==> src/hdl/ipv4hp_pkg.sv <==
package ipv4hp_pkg;

   // Character codes
   localparam logic [7:0] CH_NUL   = 8'h00;
   localparam logic [7:0] CH_DOT   = 8'h2E;
   localparam logic [7:0] CH_COLON = 8'h3A;
   localparam logic [7:0] CH_ZERO  = 8'h30;
   localparam logic [7:0] CH_NINE  = 8'h39;

   // Field limits
   localparam int ACC_W = 17;
   localparam logic [ACC_W-1:0] ACC_MAX   = 17'h1FFFF;
   localparam logic [ACC_W-1:0] OCTET_MAX = 17'd255;
   localparam logic [ACC_W-1:0] PORT_MAX  = 17'd65535;

   // Field positions
   localparam logic [2:0] FIELD_LAST_OCTET = 3'd3;
   localparam logic [2:0] FIELD_PORT       = 3'd4;

   typedef logic [ACC_W-1:0] acc_type;

   typedef struct packed {
      logic        ok;
      logic [31:0] host_addr;
      logic [15:0] port_num;
   } result_type;

endpackage

==> src/hdl/ipv4hp_if.sv <==
// Character stream into the parser
interface ipv4hp_req_if;
   logic       valid;
   logic       ready;
   logic [7:0] char_code;

   modport source (output valid, output char_code, input ready);
   modport sink   (input valid, input char_code, output ready);
endinterface

// Parsed address and port out of the parser
interface ipv4hp_rsp_if;
   logic        valid;
   logic        ready;
   logic        ok;
   logic [31:0] host_addr;
   logic [15:0] port_num;

   modport source (output valid, output ok, output host_addr, output port_num, input ready);
   modport sink   (input valid, input ok, input host_addr, input port_num, output ready);
endinterface

==> src/hdl/ipv4hp_core.sv <==
// Parse state and its per-character update.
module ipv4hp_core (
   input  logic                    clock,
   input  logic                    reset,
   input  logic                    step_en,
   input  logic [7:0]              char_code,
   output ipv4hp_pkg::result_type  result
);
   import ipv4hp_pkg::*;

   logic [2:0]  field_index_ff, field_index_in;
   acc_type     decimal_acc_ff, decimal_acc_in;
   logic        digit_seen_ff, digit_seen_in;
   logic        error_flag_ff, error_flag_in;
   logic [31:0] octets_ff, octets_in;

   logic        is_digit;
   logic [3:0]  digit_val;
   logic [20:0] acc_times_ten;
   logic [20:0] acc_sum;
   logic        octet_good;
   logic        ok;

   // Decode the character and form the next accumulator value
   always_comb begin
      is_digit      = (char_code >= CH_ZERO) && (char_code <= CH_NINE);
      digit_val     = 4'(char_code - CH_ZERO);
      acc_times_ten = ({4'b0, decimal_acc_ff} << 3) + ({4'b0, decimal_acc_ff} << 1);
      acc_sum       = acc_times_ten + {17'b0, digit_val};
      octet_good    = digit_seen_ff && (decimal_acc_ff <= OCTET_MAX);
   end

   // Result seen when the terminating NUL is taken
   always_comb begin
      ok = !error_flag_ff && (field_index_ff == FIELD_PORT) && digit_seen_ff &&
           (decimal_acc_ff <= PORT_MAX);
      result.ok        = ok;
      result.host_addr = ok ? octets_ff : 32'b0;
      result.port_num  = ok ? decimal_acc_ff[15:0] : 16'b0;
   end

   // Next state
   always_comb begin
      field_index_in = field_index_ff;
      decimal_acc_in = decimal_acc_ff;
      digit_seen_in  = digit_seen_ff;
      error_flag_in  = error_flag_ff;
      octets_in      = octets_ff;
      priority if (char_code == CH_NUL) begin
         field_index_in = '0;
         decimal_acc_in = '0;
         digit_seen_in  = 1'b0;
         error_flag_in  = 1'b0;
         octets_in      = '0;
      end else if (error_flag_ff) begin
         // ignore everything until the NUL
      end else if (is_digit) begin
         decimal_acc_in = (acc_sum > {4'b0, ACC_MAX}) ? ACC_MAX : acc_sum[ACC_W-1:0];
         digit_seen_in  = 1'b1;
      end else if ((char_code == CH_DOT && field_index_ff < FIELD_LAST_OCTET) ||
                   (char_code == CH_COLON && field_index_ff == FIELD_LAST_OCTET)) begin
         if (octet_good) begin
            octets_in      = {octets_ff[23:0], decimal_acc_ff[7:0]};
            field_index_in = field_index_ff + 3'd1;
            decimal_acc_in = '0;
            digit_seen_in  = 1'b0;
         end else begin
            error_flag_in = 1'b1;
         end
      end else begin
         // misplaced separator or any other byte
         error_flag_in = 1'b1;
      end
   end

   always_ff @(posedge clock) begin
      if (reset) begin
         field_index_ff <= '0;
         decimal_acc_ff <= '0;
         digit_seen_ff  <= 1'b0;
         error_flag_ff  <= 1'b0;
         octets_ff      <= '0;
      end else if (step_en) begin
         field_index_ff <= field_index_in;
         decimal_acc_ff <= decimal_acc_in;
         digit_seen_ff  <= digit_seen_in;
         error_flag_ff  <= error_flag_in;
         octets_ff      <= octets_in;
      end
   end

endmodule

==> src/hdl/ipv4_host_port_text_parser.sv <==
// Streaming parser for text of the form a.b.c.d:port.
//
// req carries one character per transfer (char_code). A NUL character ends
// the string; every other character only updates the parse state and gives
// no result. On the NUL, rsp carries one transfer with ok, host_addr (first
// octet in bits 31:24) and port_num; host_addr and port_num are zero when ok
// is low. The parse state then clears for the next string.
//
// Throughput is one character per cycle unless a NUL waits on a stalled rsp:
// the character sits in an input register, the parse state updates from it,
// and a result goes into an output register. A NUL on req is held in the
// input register and then in the output register, which drives rsp.valid.
//
// When rsp stalls, characters other than NUL keep flowing; a NUL waits in
// the input register until the output register frees, and req.ready drops
// behind it.
//
// Reset (synchronous, active high) empties both registers and clears the
// parse state; no result is pending after reset.
module ipv4_host_port_text_parser (
   input  logic          clock,
   input  logic          reset,
   ipv4hp_req_if.sink    req,
   ipv4hp_rsp_if.source  rsp
);
   import ipv4hp_pkg::*;

   logic       in_valid_ff, in_valid_in;
   logic [7:0] in_char_ff;
   logic       out_valid_ff, out_valid_in;
   result_type out_data_ff;
   result_type core_result;
   logic       is_nul;
   logic       out_free;
   logic       advance;
   logic       req_take;

   // Stage control
   always_comb begin
      is_nul    = (in_char_ff == CH_NUL);
      out_free  = !out_valid_ff || rsp.ready;
      advance   = in_valid_ff && (!is_nul || out_free);
      req.ready = !in_valid_ff || advance;
      req_take  = req.valid && req.ready;

      in_valid_in = in_valid_ff;
      if (req_take) begin
         in_valid_in = 1'b1;
      end else if (advance) begin
         in_valid_in = 1'b0;
      end

      out_valid_in = out_valid_ff;
      if (advance && is_nul) begin
         out_valid_in = 1'b1;
      end else if (rsp.ready) begin
         out_valid_in = 1'b0;
      end
   end

   ipv4hp_core u_core (
      .clock     (clock),
      .reset     (reset),
      .step_en   (advance),
      .char_code (in_char_ff),
      .result    (core_result)
   );

   // Input register
   always_ff @(posedge clock) begin
      if (reset) begin
         in_valid_ff <= 1'b0;
      end else begin
         in_valid_ff <= in_valid_in;
      end
      if (req_take) begin
         in_char_ff <= req.char_code;
      end
   end

   // Output register
   always_ff @(posedge clock) begin
      if (reset) begin
         out_valid_ff <= 1'b0;
      end else begin
         out_valid_ff <= out_valid_in;
      end
      if (advance && is_nul) begin
         out_data_ff <= core_result;
      end
   end

   assign rsp.valid     = out_valid_ff;
   assign rsp.ok        = out_data_ff.ok;
   assign rsp.host_addr = out_data_ff.host_addr;
   assign rsp.port_num  = out_data_ff.port_num;

endmodule

==> src/flat_wrapper.sv <==
// flat-port wrapper written by rule: the top's interface ports become plain ports
module ipv4_host_port_text_parser_flat import ipv4hp_pkg::*;
  (clock, reset, req_valid, req_char_code, req_ready, rsp_valid, rsp_ok, rsp_host_addr, rsp_port_num, rsp_ready);
  ipv4hp_req_if req_i ();
  ipv4hp_rsp_if rsp_i ();
  input  logic clock;
  input  logic reset;
  input wire logic [$bits(req_i.valid)-1:0] req_valid;
  input wire logic [$bits(req_i.char_code)-1:0] req_char_code;
  output wire logic [$bits(req_i.ready)-1:0] req_ready;
  output wire logic [$bits(rsp_i.valid)-1:0] rsp_valid;
  output wire logic [$bits(rsp_i.ok)-1:0] rsp_ok;
  output wire logic [$bits(rsp_i.host_addr)-1:0] rsp_host_addr;
  output wire logic [$bits(rsp_i.port_num)-1:0] rsp_port_num;
  input wire logic [$bits(rsp_i.ready)-1:0] rsp_ready;
  assign req_i.valid = req_valid;
  assign req_i.char_code = req_char_code;
  assign req_ready = req_i.ready;
  assign rsp_valid = rsp_i.valid;
  assign rsp_ok = rsp_i.ok;
  assign rsp_host_addr = rsp_i.host_addr;
  assign rsp_port_num = rsp_i.port_num;
  assign rsp_i.ready = rsp_ready;
  ipv4_host_port_text_parser u_core (.clock(clock), .reset(reset), .req(req_i), .rsp(rsp_i));
endmodule
==> config.mk <==
export PLATFORM = sky130hd
export DESIGN_NAME = ipv4_host_port_text_parser_flat
export DESIGN_NICKNAME = d
export VERILOG_FILES = /design/src/hdl/ipv4hp_pkg.sv /design/src/hdl/ipv4hp_if.sv /design/src/hdl/ipv4hp_core.sv /design/src/hdl/ipv4_host_port_text_parser.sv /design/src/flat_wrapper.sv
export SDC_FILE = /design/constraint.sdc
export NUM_CORES = 1
export LEC_CHECK = 0
export BUFFER_PORTS_ARGS = -buffer_cell sky130_fd_sc_hd__buf_4
export CORE_MARGIN = 3
export CORE_UTILIZATION = 58
export CTS_CLUSTER_SIZE = 28
export DETAILED_ROUTE_END_ITERATION = 16
export HOLD_SLACK_MARGIN = 0.08
export PLACE_DENSITY = 0.8
export SLEW_MARGIN = 40
export SYNTH_ARGS = -nofsm -noshare
export SYNTH_HDL_FRONTEND = slang
export SYNTH_SLANG_ARGS = --single-unit
==> constraint.sdc <==
create_clock -name clock -period 4.1 [get_ports clock]
set_input_delay 0.615 -clock clock [delete_from_list [all_inputs] [get_ports clock]]
set_output_delay 0.615 -clock clock [all_outputs]
set_load 0.05 [all_outputs]
==> results.tsv <==
metric	value	unit
ios	63	
power	0.00270	W
fin_ws	0.801	ns
crit_required	4.49	ns
cts_buffer_depth	2	
crit_type	register to register	
worstPathArrival	3.69	ns
cts_resized	0	
clock_skew	0.00705	ns
tightestPinTransition	0.627	ns
synth_compound_area_frac	0.128	
end_kind	register	
ys_seq_area_frac	0.552	
n_fill_cell	543	
final_common_cell	buf_4	
crit_path_max_fanout	17	
first_global_vias	3828	
antenna_found_initial	0	
cts_tree	done	
ys_ff_latch	113	
clkSinkCount	113	
tns	0	ns
hold_viol_final	0	
syn_inst	464	
start_util	0.609	
syn-cell-area	5130	um2
grt_max_degree	50	
design.die.area	10000	um2
min_path_type	input port to register	
rsz0062_at_grt	no	
cts_buffers	17	
drv_slew	0	
fin_cells	645	
clock_latency	0.51	ns
vias	3875	
slew_headroom	0.580	
synth-xor-area-share	0.0222	
htreeDepth	4	
ir_worst_vdd	0.271	mV
diodes	0	
synthSimpleGateAreaFrac	0.172	
drtAntennaViolNets	0	
layout_common_cells	buf_4, edfxtp_1, dfxtp_1, and2_1, a21oi_1	
synthAdderAreaFrac	0.0956	
synth_edf_count	57	
dp_hpwl	7.22	mm
p_per_area	431	nW/um2
cts_hold_buf	0	
start_kind	register	
routed_wl	11.7	mm
drc_errors	0	
dp_cells	613	
gr-usage-all-layers	0.245	
status	finished, final reports clean	
yosysUniqueCellTypes	44	
yosysWarnings	0	
setup_violations	0	
gr-total-overflow	0	
grt_pass1_wl	19.1	mm
fin_crit	3.30	ns
die_y	100	um
synth_nets	514	
synth_top_family_by_area	simple AND/OR/NAND/NOR gates	
syn_to_final_growth	22.2	%
nNetsFinal	577	
gp_congestion	0.895	
cellLeakagePower	2.64	nW
dp_slack	0.900	ns
cts.clk_slew.worst_paths	0.06	ns
fp.dieW	100	um
wl_per_cell	18.2	um
synth_flop_cell	edfxtp_1	
cts_setup_buffers	0	
rows	33	
synth_async_sr_flop_share	0	
maxCapViolCount	0	
drive_above_1_share	0.198	
viasPerCell	6.01	
portBuffers	62	
avgSynthCellArea	11.1	um2
root_buffer	clkbuf_8	
synthMuxAreaShare	0.00219	
fmax	0.303	GHz
fin_crit_sh	0.805	
core	8420	um2
dr.first_iter.drc_count	240	
dr.pass1.iters	5	
-- registers in the layout (all words and copies together), names as in the netlist --
signal and count:
u_core.in_valid_ff 1, u_core.u_core.octets_ff 32, u_core.rsp.ok 1, u_core.u_core.error_flag_ff 1
u_core.rsp.valid 1, u_core.in_char_ff 8, u_core.rsp.port_num 16, u_core.u_core.digit_seen_ff 1
u_core.u_core.decimal_acc_ff 17, u_core.rsp.host_addr 32, u_core.u_core.field_index_ff 3
-- stage by stage --
stage | area (um2) | hold slack (ns) | utilization
finish | 6270 | 0.274 | 0.744
CTS | 6270 | 0.272 | 0.744
global route | 6270 | 0.262 | 0.744
global placement | 5670 | 0.432 | 0.673
floorplan | 5130 | 0.418 | -
detailed placement | 5680 | 0.433 | 0.674
-- worst paths after layout --
| check | from | endpoint | slack (ns) | depth (start not counted) |
|---|---|---|---|---|
| hold reg to reg | u_core.u_core.digit_seen_ff$_SDFFE_PP0P_ | u_core.u_core.digit_seen_ff$_SDFFE_PP0P_ | 0.45 | 1 |
| setup / recovery | u_core.u_core.decimal_acc_ff[2]$_SDFFE_PP0P_ | u_core.u_core.decimal_acc_ff[6]$_SDFFE_PP0P_ | 0.80 | 11 |
| setup reg to reg | u_core.u_core.decimal_acc_ff[2]$_SDFFE_PP0P_ | u_core.u_core.decimal_acc_ff[6]$_SDFFE_PP0P_ | 0.80 | 11 |
| hold / removal | req_char_code[6] | u_core.in_char_ff[6]$_DFFE_PP_ | 0.27 | 1 |
-- cells in the mapped netlist, types with 5 or more instances --
cell,count,area [um2]
ha_1,36,450
o21ai_0,6,30.0
a21o_1,6,45.0
dfxtp_1,56,1120
and3_1,5,31.3
nor2_1,16,60.1
xnor2_1,9,78.8
nand2_1,39,146
inv_1,13,48.8
nand3_1,36,180
edfxtp_1,57,1710
clkbuf_1,20,75.1
and2_1,50,313
a21oi_1,48,240
a221o_1,17,170
-- layout make-up --
cell class              count  area (um2)  area share
repair buffers             67         503      0.0802
flip-flops and latches    113        2830       0.452
well taps                 105         131      0.0210
inverters                  13        51.3     0.00818
multi-input cells         315        2160       0.344
clock buffers              17         414      0.0661
clock inverters            15         180      0.0287
-- cell families (layout without fill, tap and decap cells) --
| logic type | Yosys count | in the layout |
|---|---|---|
| adder cells (fa/ha/maj) | 38 | 38 |
| flip-flops | 113 | 113 |
| XOR/XNOR | 13 | 13 |
| multiplexers | 1 | 1 |
| AO/OA/AOI/OAI | 96 | 96 |
| AND/OR/NAND/NOR | 167 | 167 |
| buffers and inverters | 36 | 112 |
-- where the power goes --
part / total, W / internal (W) / switching [W] / leakage (nW)
logic: 0.0000369 / 0.0000146 / 0.0000223 / 1.33
registers: 0.00119 / 0.00119 / 0.00000644 / 1.03
clock network: 0.00147 / 0.000930 / 0.000541 / 0.285
total: 0.00270 / 0.00213 / 0.000570 / 2.64
-- per-layer routing --
layer,up-vias,share of wire,track usage
li1,1823,-,-
met1,1865,0.40,0.295
met2,155,0.51,0.416
met3,32,0.063,0.0660
met4,0,0.025,0.0995
met5,-,0,0
-- critical path, stage by stage, from the launching register on --
cell      delay [ns]
dfxtp_1         0.42
inv_1           0.09
fa_1            0.53
inv_1           0.08
fa_1            0.47
a211oi_1        0.31
o211a_1         0.23
o21ai_2         0.08
and2_4          0.15
a22o_1          0.21
o21a_4          0.29
a221o_1         0.30
(Power assumes the default switching activity.)
